File: src/hdl/cxpc_pkg.sv
// Shared types and constants for the chained XOR packet cipher.
`default_nettype none

package cxpc_pkg;

   localparam int unsigned BYTE_W    = 8;
   localparam int unsigned HDR_POS_W = 3;
   localparam int unsigned CSR_IDX_W = 2;

   // Header layout: bytes 0..3 pass through, byte 3 is the key, byte 4 is the checksum.
   localparam logic [HDR_POS_W-1:0] HDR_KEY_POS   = 3'd3;
   localparam logic [HDR_POS_W-1:0] HDR_CHECK_POS = 3'd4;
   localparam logic [HDR_POS_W-1:0] HDR_PAYLOAD   = 3'd5;

   // Register indexes on the configuration port.
   localparam logic [CSR_IDX_W-1:0] CSR_DECODE_MODE = 2'd0;
   localparam logic [CSR_IDX_W-1:0] CSR_OUTER_KEY   = 2'd1;

   typedef struct packed {
      logic              decode_mode;
      logic [BYTE_W-1:0] outer_key;
   } cfg_type;

   typedef struct packed {
      logic [BYTE_W-1:0] data_byte;
      logic              first_byte;
      logic              last_byte;
   } req_item_type;

   typedef struct packed {
      logic [BYTE_W-1:0] out_byte;
      logic              last_out;
      logic              checksum_ok;
   } rsp_item_type;

endpackage

`default_nettype wire

File: src/hdl/cxpc_req_if.sv
// Input byte channel: valid/ready handshake with one packet byte per transfer.
`default_nettype none

interface cxpc_req_if;
   import cxpc_pkg::*;

   logic              valid;
   logic              ready;
   logic [BYTE_W-1:0] data_byte;
   logic              first_byte;
   logic              last_byte;

   modport source (output valid, output data_byte, output first_byte, output last_byte,
                   input ready);
   modport sink   (input valid, input data_byte, input first_byte, input last_byte,
                   output ready);
endinterface

`default_nettype wire

File: src/hdl/cxpc_rsp_if.sv
// Result byte channel: valid/ready handshake with one output byte per transfer.
`default_nettype none

interface cxpc_rsp_if;
   import cxpc_pkg::*;

   logic              valid;
   logic              ready;
   logic [BYTE_W-1:0] out_byte;
   logic              last_out;
   logic              checksum_ok;

   modport source (output valid, output out_byte, output last_out, output checksum_ok,
                   input ready);
   modport sink   (input valid, input out_byte, input last_out, input checksum_ok,
                   output ready);
endinterface

`default_nettype wire

File: src/hdl/cxpc_csr_if.sv
// Configuration write channel: register index and write data.
`default_nettype none

interface cxpc_csr_if;
   import cxpc_pkg::*;

   logic                 valid;
   logic                 ready;
   logic [CSR_IDX_W-1:0] index;
   logic [BYTE_W-1:0]    data;

   modport source (output valid, output index, output data, input ready);
   modport sink   (input valid, input index, input data, output ready);
endinterface

`default_nettype wire

File: src/hdl/chained_xor_packet_cipher_unit.sv
// A byte accepted into the input register passes through the cipher into the result register
// when that is free, and is offered on the result channel from there.
// Throughput: one byte per cycle; the input register and the result register each advance
// whenever the stage after them is empty or is being drained in the same cycle.
// Reset clears the configuration registers (encode mode, fixed key zero), all packet
// chaining state and both valid flags; the block accepts bytes in the cycle after reset.
`default_nettype none

module chained_xor_packet_cipher_unit (
   input  logic        clock,
   input  logic        reset,
   cxpc_req_if.sink    req_chan,
   cxpc_rsp_if.source  rsp_chan,
   cxpc_csr_if.sink    csr_chan
);
   import cxpc_pkg::*;

   cfg_type      cfg;
   req_item_type in_item_ff,  in_item_in;
   logic         in_valid_ff, in_valid_in;
   rsp_item_type rsp_item_ff, rsp_item_in;
   logic         rsp_valid_ff, rsp_valid_in;
   logic         out_free, stage_fire, req_fire;

   cxpc_csr u_csr (
      .clock    (clock),
      .reset    (reset),
      .csr_chan (csr_chan),
      .cfg      (cfg)
   );

   cxpc_cipher u_cipher (
      .clock   (clock),
      .reset   (reset),
      .advance (stage_fire),
      .cfg     (cfg),
      .item    (in_item_ff),
      .result  (rsp_item_in)
   );

   // The result register can take a new byte when it is empty or its transfer completes now.
   assign out_free       = !rsp_valid_ff || rsp_chan.ready;
   assign stage_fire     = in_valid_ff && out_free;
   assign req_chan.ready = !reset && (!in_valid_ff || out_free);
   assign req_fire       = req_chan.valid && req_chan.ready;

   always_comb begin
      in_item_in.data_byte  = req_chan.data_byte;
      in_item_in.first_byte = req_chan.first_byte;
      in_item_in.last_byte  = req_chan.last_byte;
      in_valid_in  = req_fire ? 1'b1 : (stage_fire ? 1'b0 : in_valid_ff);
      rsp_valid_in = stage_fire ? 1'b1 : (rsp_chan.ready ? 1'b0 : rsp_valid_ff);
   end

   always_ff @(posedge clock) begin
      if (reset) begin
         in_valid_ff  <= 1'b0;
         rsp_valid_ff <= 1'b0;
      end else begin
         in_valid_ff  <= in_valid_in;
         rsp_valid_ff <= rsp_valid_in;
      end
   end

   always_ff @(posedge clock) begin
      if (req_fire) begin
         in_item_ff <= in_item_in;
      end
      if (stage_fire) begin
         rsp_item_ff <= rsp_item_in;
      end
   end

   assign rsp_chan.valid       = rsp_valid_ff;
   assign rsp_chan.out_byte    = rsp_item_ff.out_byte;
   assign rsp_chan.last_out    = rsp_item_ff.last_out;
   assign rsp_chan.checksum_ok = rsp_item_ff.checksum_ok;

endmodule

`default_nettype wire

File: src/hdl/cxpc_csr.sv
// Configuration registers: cipher direction and fixed key.
`default_nettype none

module cxpc_csr (
   input  logic              clock,
   input  logic              reset,
   cxpc_csr_if.sink          csr_chan,
   output cxpc_pkg::cfg_type cfg
);
   import cxpc_pkg::*;

   cfg_type cfg_ff;
   cfg_type cfg_in;

   assign csr_chan.ready = !reset;

   always_comb begin
      cfg_in = cfg_ff;
      if (csr_chan.valid) begin
         case (csr_chan.index)
            CSR_DECODE_MODE: cfg_in.decode_mode = csr_chan.data[0];
            CSR_OUTER_KEY:   cfg_in.outer_key   = csr_chan.data;
            default:         cfg_in             = cfg_ff;
         endcase
      end
   end

   always_ff @(posedge clock) begin
      if (reset) begin
         cfg_ff <= '0;
      end else begin
         cfg_ff <= cfg_in;
      end
   end

   assign cfg = cfg_ff;

endmodule

`default_nettype wire

File: src/hdl/cxpc_cipher.sv
// Per-packet chaining state and the two-stage XOR cipher for one byte.
`default_nettype none

module cxpc_cipher (
   input  logic                   clock,
   input  logic                   reset,
   input  logic                   advance,
   input  cxpc_pkg::cfg_type      cfg,
   input  cxpc_pkg::req_item_type item,
   output cxpc_pkg::rsp_item_type result
);
   import cxpc_pkg::*;

   logic [HDR_POS_W-1:0] hdr_pos_ff,  hdr_pos_in;
   logic [BYTE_W-1:0]    pos_term_ff, pos_term_in;
   logic [BYTE_W-1:0]    inner_ff,    inner_in;
   logic [BYTE_W-1:0]    outer_ff,    outer_in;
   logic [BYTE_W-1:0]    key_ff,      key_in;
   logic [BYTE_W-1:0]    sum_ff,      sum_in;
   logic [BYTE_W-1:0]    check_ff,    check_in;

   logic [HDR_POS_W-1:0] cur_pos;
   logic [BYTE_W-1:0]    cur_term, cur_inner, cur_outer, cur_key, cur_sum, cur_check;
   logic [BYTE_W-1:0]    k, inner_pad, outer_pad, mid, res, plain;

   // A first byte starts from a cleared packet state.
   always_comb begin
      cur_pos   = item.first_byte ? '0 : hdr_pos_ff;
      cur_term  = item.first_byte ? '0 : pos_term_ff;
      cur_inner = item.first_byte ? '0 : inner_ff;
      cur_outer = item.first_byte ? '0 : outer_ff;
      cur_key   = item.first_byte ? '0 : key_ff;
      cur_sum   = item.first_byte ? '0 : sum_ff;
      cur_check = item.first_byte ? '0 : check_ff;
   end

   always_comb begin
      k         = cur_term + 8'd1;
      inner_pad = cur_inner + cur_key + k;
      outer_pad = cur_outer + cfg.outer_key + k;
      mid       = item.data_byte ^ (cfg.decode_mode ? outer_pad : inner_pad);
      res       = mid ^ (cfg.decode_mode ? inner_pad : outer_pad);
      plain     = cfg.decode_mode ? res : item.data_byte;

      hdr_pos_in  = cur_pos;
      pos_term_in = cur_term;
      inner_in    = cur_inner;
      outer_in    = cur_outer;
      key_in      = cur_key;
      sum_in      = cur_sum;
      check_in    = cur_check;
      result.out_byte    = item.data_byte;
      result.last_out    = item.last_byte;
      result.checksum_ok = 1'b0;

      if (cur_pos < HDR_CHECK_POS) begin
         if (cur_pos == HDR_KEY_POS) begin
            key_in = item.data_byte;
         end
         hdr_pos_in = cur_pos + 3'd1;
      end else begin
         pos_term_in     = k;
         result.out_byte = res;
         inner_in        = mid;
         outer_in        = cfg.decode_mode ? item.data_byte : res;
         if (cur_pos == HDR_CHECK_POS) begin
            check_in   = plain;
            hdr_pos_in = HDR_PAYLOAD;
         end else begin
            sum_in = cur_sum + plain;
         end
         result.checksum_ok = item.last_byte && cfg.decode_mode && (sum_in == check_in);
      end

      // The byte after a last byte opens a new packet.
      if (item.last_byte) begin
         hdr_pos_in  = '0;
         pos_term_in = '0;
         inner_in    = '0;
         outer_in    = '0;
         key_in      = '0;
         sum_in      = '0;
         check_in    = '0;
      end
   end

   always_ff @(posedge clock) begin
      if (reset) begin
         hdr_pos_ff  <= '0;
         pos_term_ff <= '0;
         inner_ff    <= '0;
         outer_ff    <= '0;
         key_ff      <= '0;
         sum_ff      <= '0;
         check_ff    <= '0;
      end else if (advance) begin
         hdr_pos_ff  <= hdr_pos_in;
         pos_term_ff <= pos_term_in;
         inner_ff    <= inner_in;
         outer_ff    <= outer_in;
         key_ff      <= key_in;
         sum_ff      <= sum_in;
         check_ff    <= check_in;
      end
   end

endmodule

`default_nettype wire

File: src/flat_wrapper.sv
// flat-port wrapper written by rule: the top's interface ports become plain ports
module chained_xor_packet_cipher_unit_flat import cxpc_pkg::*;
  (clock, reset, req_chan_valid, req_chan_data_byte, req_chan_first_byte, req_chan_last_byte, req_chan_ready, rsp_chan_valid, rsp_chan_out_byte, rsp_chan_last_out, rsp_chan_checksum_ok, rsp_chan_ready, csr_chan_valid, csr_chan_index, csr_chan_data, csr_chan_ready);
  cxpc_req_if req_chan_i ();
  cxpc_rsp_if rsp_chan_i ();
  cxpc_csr_if csr_chan_i ();
  input  logic clock;
  input  logic reset;
  input wire logic [$bits(req_chan_i.valid)-1:0] req_chan_valid;
  input wire logic [$bits(req_chan_i.data_byte)-1:0] req_chan_data_byte;
  input wire logic [$bits(req_chan_i.first_byte)-1:0] req_chan_first_byte;
  input wire logic [$bits(req_chan_i.last_byte)-1:0] req_chan_last_byte;
  output wire logic [$bits(req_chan_i.ready)-1:0] req_chan_ready;
  output wire logic [$bits(rsp_chan_i.valid)-1:0] rsp_chan_valid;
  output wire logic [$bits(rsp_chan_i.out_byte)-1:0] rsp_chan_out_byte;
  output wire logic [$bits(rsp_chan_i.last_out)-1:0] rsp_chan_last_out;
  output wire logic [$bits(rsp_chan_i.checksum_ok)-1:0] rsp_chan_checksum_ok;
  input wire logic [$bits(rsp_chan_i.ready)-1:0] rsp_chan_ready;
  input wire logic [$bits(csr_chan_i.valid)-1:0] csr_chan_valid;
  input wire logic [$bits(csr_chan_i.index)-1:0] csr_chan_index;
  input wire logic [$bits(csr_chan_i.data)-1:0] csr_chan_data;
  output wire logic [$bits(csr_chan_i.ready)-1:0] csr_chan_ready;
  assign req_chan_i.valid = req_chan_valid;
  assign req_chan_i.data_byte = req_chan_data_byte;
  assign req_chan_i.first_byte = req_chan_first_byte;
  assign req_chan_i.last_byte = req_chan_last_byte;
  assign req_chan_ready = req_chan_i.ready;
  assign rsp_chan_valid = rsp_chan_i.valid;
  assign rsp_chan_out_byte = rsp_chan_i.out_byte;
  assign rsp_chan_last_out = rsp_chan_i.last_out;
  assign rsp_chan_checksum_ok = rsp_chan_i.checksum_ok;
  assign rsp_chan_i.ready = rsp_chan_ready;
  assign csr_chan_i.valid = csr_chan_valid;
  assign csr_chan_i.index = csr_chan_index;
  assign csr_chan_i.data = csr_chan_data;
  assign csr_chan_ready = csr_chan_i.ready;
  chained_xor_packet_cipher_unit u_core (.clock(clock), .reset(reset), .req_chan(req_chan_i), .rsp_chan(rsp_chan_i), .csr_chan(csr_chan_i));
endmodule
File: config.mk
export PLATFORM = sky130hd
export DESIGN_NAME = chained_xor_packet_cipher_unit_flat
export DESIGN_NICKNAME = d
export VERILOG_FILES = /design/src/hdl/cxpc_pkg.sv /design/src/hdl/cxpc_req_if.sv /design/src/hdl/cxpc_rsp_if.sv /design/src/hdl/cxpc_csr_if.sv /design/src/hdl/chained_xor_packet_cipher_unit.sv /design/src/hdl/cxpc_csr.sv /design/src/hdl/cxpc_cipher.sv /design/src/flat_wrapper.sv
export SDC_FILE = /design/constraint.sdc
export NUM_CORES = 1
export LEC_CHECK = 0
export BUFFER_PORTS_ARGS = -buffer_cell sky130_fd_sc_hd__buf_2
export CAP_MARGIN = 10
export CORE_ASPECT_RATIO = 1.4
export CORE_UTILIZATION = 50
export CTS_BUF_LIST = sky130_fd_sc_hd__clkbuf_2 sky130_fd_sc_hd__clkbuf_4 sky130_fd_sc_hd__clkbuf_8
export DETAILED_ROUTE_END_ITERATION = 12
export PLACE_DENSITY = 0.68
export SLEW_MARGIN = 30
export SYNTH_ARGS = -nofsm -noshare
export SYNTH_HDL_FRONTEND = slang
export SYNTH_SLANG_ARGS = --single-unit
File: constraint.sdc
create_clock -name clock -period 7.5 [get_ports clock]
set_clock_uncertainty 0.1 [all_clocks]
set_input_delay 1.125 -clock clock [delete_from_list [all_inputs] [get_ports clock]]
set_output_delay 1.125 -clock clock [all_outputs]
set_load 0.02 [all_outputs]
# == Word-level counts from Yosys, hierarchy flattened ==
# Cells that the tools add are included.
# classes
n_reduce_logical,15
mux,36
bitwise,2
n_lt_le_gt_ge,1
eq_ne,4
addsub,7
# ops
operator,n
$mux W8,28
$add A8 B8 Y8,5
$xor A8 B8 Y8,2
$mux W3,4
$add A8 B1 Y8 const B,1
$eq A8 B8 Y1,1
$logic_and A1 B1 Y1,5
$mux W1,4
$reduce_and A2 Y1,2
$reduce_bool A2 Y1,2
$add A3 B1 Y3 const B,1
$eq A3 B2 Y1 const B,1
$eq A3 B3 Y1 const B,1
$logic_not A1 Y1,3
$lt A3 B3 Y1 const B,1
$eq A2 B1 Y1 const B,1
$logic_not A2 Y1,1
$logic_or A1 B1 Y1,2
# word_totals
output_inout_bits,13
reg_bits,82
in_bits,25

# == Logic depth before layout (Yosys ltp) ==
# logic_depth
ltp_word,12
depth_mapped,25
depth_no_buf,24

# == By module ==
# Synthesis repeated with hierarchy kept, for this count alone.
# hier_totals
hier_cells,643
area_unflattened_um2,5615.4
# by_module_without_submodules
module,area_each_um2,seq_area_each_um2,cells_per_inst,instances
cxpc_cipher,4508.1,1021.0,572,1
chained_xor_packet_cipher_unit,694.4,640.6,31,1
cxpc_csr,412.9,180.2,40,1

# == Worst setup path after synthesis ==
# No wires, ideal clock.
# synth_timing
path_kind,reg-to-reg
startpoint,register u_core.in_item_ff[1] in the netlist's numbering
endpoint,"register u_core.rsp_item_ff (netlist bit u_core.rsp_chan.checksum_ok), data pin"
n_path_buf,3
synth_period_minus_slack_ns,5.369
path_slack_ns,2.131
arrival_time_ns,5.078
path_stages_with_launch,23
setup_ns,0.190
cell_sequence,edfxtp_1 -> buf_6 -> inv_1 -> clkbuf_1 -> clkbuf_1 -> nand2_1 -> fa_1 -> inv_1 -> ha_1 -> inv_1 -> fa_1 -> xor2_1 -> nand2_1 -> xnor2_1 -> ha_1 -> a21oi_1 -> nor2b_1 -> o21a_1 -> o41ai_1 -> xnor3_2 -> mux2i_1 -> nand3_1 -> a2111oi_2
# synth_between
elab_chain_len,12
# synth_lines
element,line_no,source
start: declaration,chained_xor_packet_cipher_unit.sv:19,"req_item_type in_item_ff, in_item_in;"
start signal: assignment,chained_xor_packet_cipher_unit.sv:67,in_item_ff <= in_item_in;
$mux W8 (on tied branches),n/a,
"$add A8 B8 Y8, or another cell as far along",cxpc_cipher.sv:39,inner_pad = cur_inner + cur_key + k;
$add A8 B8 Y8 (on tied branches),"cxpc_cipher.sv:39, cxpc_cipher.sv:40",
$mux W8,cxpc_cipher.sv:41,mid = item.data_byte ^ (cfg.decode_mode ? outer_pad : inner_pad);
$xor A8 B8 Y8,cxpc_cipher.sv:41,
$xor A8 B8 Y8,cxpc_cipher.sv:42,res = mid ^ (cfg.decode_mode ? inner_pad : outer_pad);
$mux W8,cxpc_cipher.sv:43,plain = cfg.decode_mode ? res : item.data_byte;
$add A8 B8 Y8,cxpc_cipher.sv:70,sum_in = cur_sum + plain;
$mux W8,cxpc_cipher.sv:66,if (cur_pos == HDR_CHECK_POS) begin
$mux W8,cxpc_cipher.sv:56,if (cur_pos < HDR_CHECK_POS) begin
$eq A8 B8 Y1,cxpc_cipher.sv:72,result.checksum_ok = item.last_byte && cfg.decode_mode && (sum_in == check_in);
$logic_and A1 B1 Y1,cxpc_cipher.sv:72,
end signal: assignment,chained_xor_packet_cipher_unit.sv:70,rsp_item_ff <= rsp_item_in;
end: declaration,chained_xor_packet_cipher_unit.sv:21,"rsp_item_type rsp_item_ff, rsp_item_in;"
# Several ways; a longest one is shown, not always the timed one. The select of a mux whose other input is x is not followed.
# A chain may end at the register's enable or synchronous reset.

# == Final worst setup path ==
# Ends and elaborated chain as after synthesis.

==> impl_metrics.env <==
export IMPL_clock_latency_ns=0.38
export IMPL_crit_required_ns=7.59
export IMPL_area_delta_synth_final_pct=9.11
export IMPL_io_buffers=37
export IMPL_cap_violations=0
export IMPL_grt_max_degree=62
export IMPL_synthFlopType="dfxtp_1"
export IMPL_ys_async_sr_fraction_pct=0
export IMPL_synth_avg_cell_area_um2=8.87
export IMPL_max_freq_mhz=174
export IMPL_seq_area_frac_synth_pct=35.2
export IMPL_multi_input_area_mm2=0.00315
export IMPL_finalSetupViolCount=0
export IMPL_vias_per_cell=5.61
export IMPL_start_util_pct=52.0
export IMPL_slew_headroom_pct=44.3
export IMPL_setup_slack_ns=1.74
export IMPL_pre_cts_slack_ns=1.87
export IMPL_crit_fanout=13
export IMPL_clk_pin_slew_ns=0.09
export IMPL_synth_cells=590
export IMPL_yosysUniqueCellTypes=48
export IMPL_fillers=956
export IMPL_cts_root_buf="clkbuf_8"
export IMPL_endpoint_kind="flop"
export IMPL_peakVddDrop_uv=67.7
export IMPL_antenna_found_initial=0
export IMPL_vias=4207
export IMPL_hold_class="reg -> reg"
export IMPL_rsz0062_at_grt="no"
export IMPL_nNetsFinal=674
export IMPL_diodes=0
export IMPL_cts_setup_buffers=0
export IMPL_dieArea_mm2=0.0109
export IMPL_cts_resized=0
export IMPL_num_io_pins=38
export IMPL_fp_row_count=43
export IMPL_ys_seq_elements=82
export IMPL_tns_ns=0
export IMPL_drtPass1Iterations=5
export IMPL_dieWidth_um=88.5
export IMPL_period_share_pct=76.8
export IMPL_dr_first_iter_drc_count=304
export IMPL_ff_latch_area_mm2=0.00184
export IMPL_coreArea_mm2=0.0101
export IMPL_crit_type="reg -> reg"
export IMPL_placed_cells=734
export IMPL_cts_tree="built"
export IMPL_routed_wl_mm=13.1
export IMPL_first_global_vias=4127
export IMPL_slew_viol_final=0
export IMPL_status="finished clean"
export IMPL_wire_per_inst_um=17.5
export IMPL_worst_ep_arrival_time_ns=5.85
export IMPL_drive_gt1_share_pct=11.9
export IMPL_leakage_nw=2.37
export IMPL_clockBufferDepth=2
export IMPL_startpoint_type="flop"
export IMPL_stdcell_count=750
export IMPL_tightest_slew_ns=0.830
export IMPL_synth_fp_nets=654
export IMPL_synth_edf_count=20
export IMPL_grt_pass1_wl_mm=21.1
export IMPL_ys_warn_count=0
export IMPL_globalRouteOverflowTotal=0
export IMPL_finalHoldViolCount=0
export IMPL_routabilityCongestion=0.879
export IMPL_clock_sinks=82
export IMPL_chipHeight_um=123
export IMPL_power_density_mw_per_mm2=157
export IMPL_post_dp_hpwl_mm=9.43
export IMPL_gr_usage_all_layers_pct=26.1
export IMPL_synth_area_mm2=0.00524
export IMPL_cts_buffers_inserted=9
export IMPL_finalCriticalPeriod_ns=5.76
export IMPL_postRouteAntennaNets=0
export IMPL_drcViolationCount=0
export IMPL_cts_hold_buffers=0
export IMPL_h_tree_depth=3
[worst max-delay path: stages, from the launching register on]
cell	delay, ns
edfxtp_1	0.57
nor2_1	0.21
ha_1	0.31
xnor2_1	0.20
inv_1	0.11
fa_1	0.53
inv_1	0.07
fa_1	0.58
xor2_1	0.24
nand2_1	0.10
xnor2_1	0.28
ha_1	0.33
a21oi_1	0.22
nor2b_1	0.07
o21a_1	0.19
o41ai_1	0.41
xnor3_2	0.37
o21bai_1	0.22
nand3_1	0.12
a2111oi_2	0.36
[metal layers]
layer / GRT usage, % / part of all wire (%) / vias up
met3: 3.60 / 4.0 / 32
met4: 16.5 / 5.1 / 0
met2: 44.1 / 50 / 125
li1: - / - / 2017
met5: 0 / 0 / -
met1: 30.6 / 41 / 2033
[flip-flops by register name, indices dropped and copies added (netlist names)]
name and flops:
u_core.in_item_ff 10, u_core.u_csr.cfg 9, u_core.rsp_chan.last_out 1, u_core.u_cipher.outer_ff 8
u_core.u_cipher.pos_term_ff 8, u_core.u_cipher.sum_ff 8, u_core.u_cipher.key_ff 8, u_core.rsp_chan.out_byte 8
u_core.rsp_chan.valid 1, u_core.u_cipher.check_ff 8, u_core.in_valid_ff 1, u_core.rsp_chan.checksum_ok 1
u_core.u_cipher.inner_ff 8, u_core.u_cipher.hdr_pos_ff 3
[Yosys cell counts (5+ instances only)]
| library cell | number | area (µm²) |
|---|---|---|
| a21oi_1 | 24 | 120 |
| a22oi_1 | 37 | 278 |
| and2_1 | 6 | 37.5 |
| and3_1 | 6 | 37.5 |
| clkbuf_1 | 31 | 116 |
| dfxtp_1 | 62 | 1240 |
| edfxtp_1 | 20 | 601 |
| fa_1 | 13 | 260 |
| ha_1 | 26 | 325 |
| inv_1 | 28 | 105 |
| mux2i_1 | 20 | 200 |
| nand2_1 | 45 | 169 |
| nand2b_1 | 10 | 62.6 |
| nand3_1 | 9 | 45.0 |
| nor2_1 | 82 | 308 |
| nor2b_1 | 27 | 169 |
| o21ai_0 | 14 | 70.1 |
| or2_2 | 5 | 31.3 |
| xnor2_1 | 52 | 455 |
| xor2_1 | 27 | 236 |
[final cells by class]
cell class                      instances  share of cell area [%]
Clock inverter                          7                    1.47
Sequential cell                        82                    32.2
Tap cell                              135                    2.96
Multi-Input combinational cell        445                    55.2
Timing Repair Buffer                   44                    4.16
Clock buffer                            9                    2.17
Inverter                               28                    1.84
[power by group]
part	switching [W]	total, W	leakage (nW)	internal [W]
registers	0.00000836	0.000468	0.688	0.000460
clock network	0.000173	0.000356	0.102	0.000184
logic	0.0000473	0.0000742	1.58	0.0000269
total	0.000228	0.000899	2.37	0.000671
[cell usage in the layout (no fill, tap or decap), types with 5 or more instances in the layout]
master	instances
mux2i_1	20
nor2b_1	27
nor2_1	82
a22oi_1	37
a21oi_1	24
inv_1	28
and3_1	6
fa_1	13
dfxtp_1	62
nand2b_1	10
nand2_1	45
buf_2	37
ha_1	26
or2_2	5
edfxtp_1	20
xor2_1	27
and2_1	6
clkbuf_8	9
xnor2_1	52
nand3_1	9
o21ai_0	14
buf_4	7
[final timing paths]
| check | start | end | slack [ns] | depth (start not counted) |
|---|---|---|---|---|
| max | u_core.in_item_ff[1] | u_core.rsp_chan.checksum_ok | 1.74 | 19 |
| min | u_core.u_cipher.outer_ff[5] | u_core.u_cipher.outer_ff[5] | 0.37 | 2 |
| max reg2reg | u_core.in_item_ff[1] | u_core.rsp_chan.checksum_ok | 1.74 | 19 |
| min reg2reg | u_core.u_cipher.outer_ff[5] | u_core.u_cipher.outer_ff[5] | 0.37 | 2 |
[stage by stage]
step / hold slack (ns) / power [W] / instance area [µm²] / util [%]
finish: 0.374 / 0.000899 / 5710 / 56.8
global placement: 0.340 / 0.000550 / 5500 / 54.7
global route: 0.395 / 0.000927 / 5710 / 56.8
floorplan: 0.324 / 0.000527 / 5240 / -
detailed placement: 0.356 / 0.000552 / 5500 / 54.7
CTS: 0.368 / 0.000901 / 5710 / 56.8
[cells by family after synthesis]
| group | after synthesis | synth area share, % |
|---|---|---|
| adder cells (fa/ha/maj) | 39 | 11.2 |
| XOR/XNOR | 81 | 14.0 |
| multiplexers | 20 | 3.82 |
| AO/OA/AOI/OAI | 105 | 13.4 |
| AND/OR/NAND/NOR | 200 | 17.7 |
| buffers and inverters | 63 | 4.73 |
| flip-flops | 82 | 35.2 |
Power figures use the tool's default switching activity.
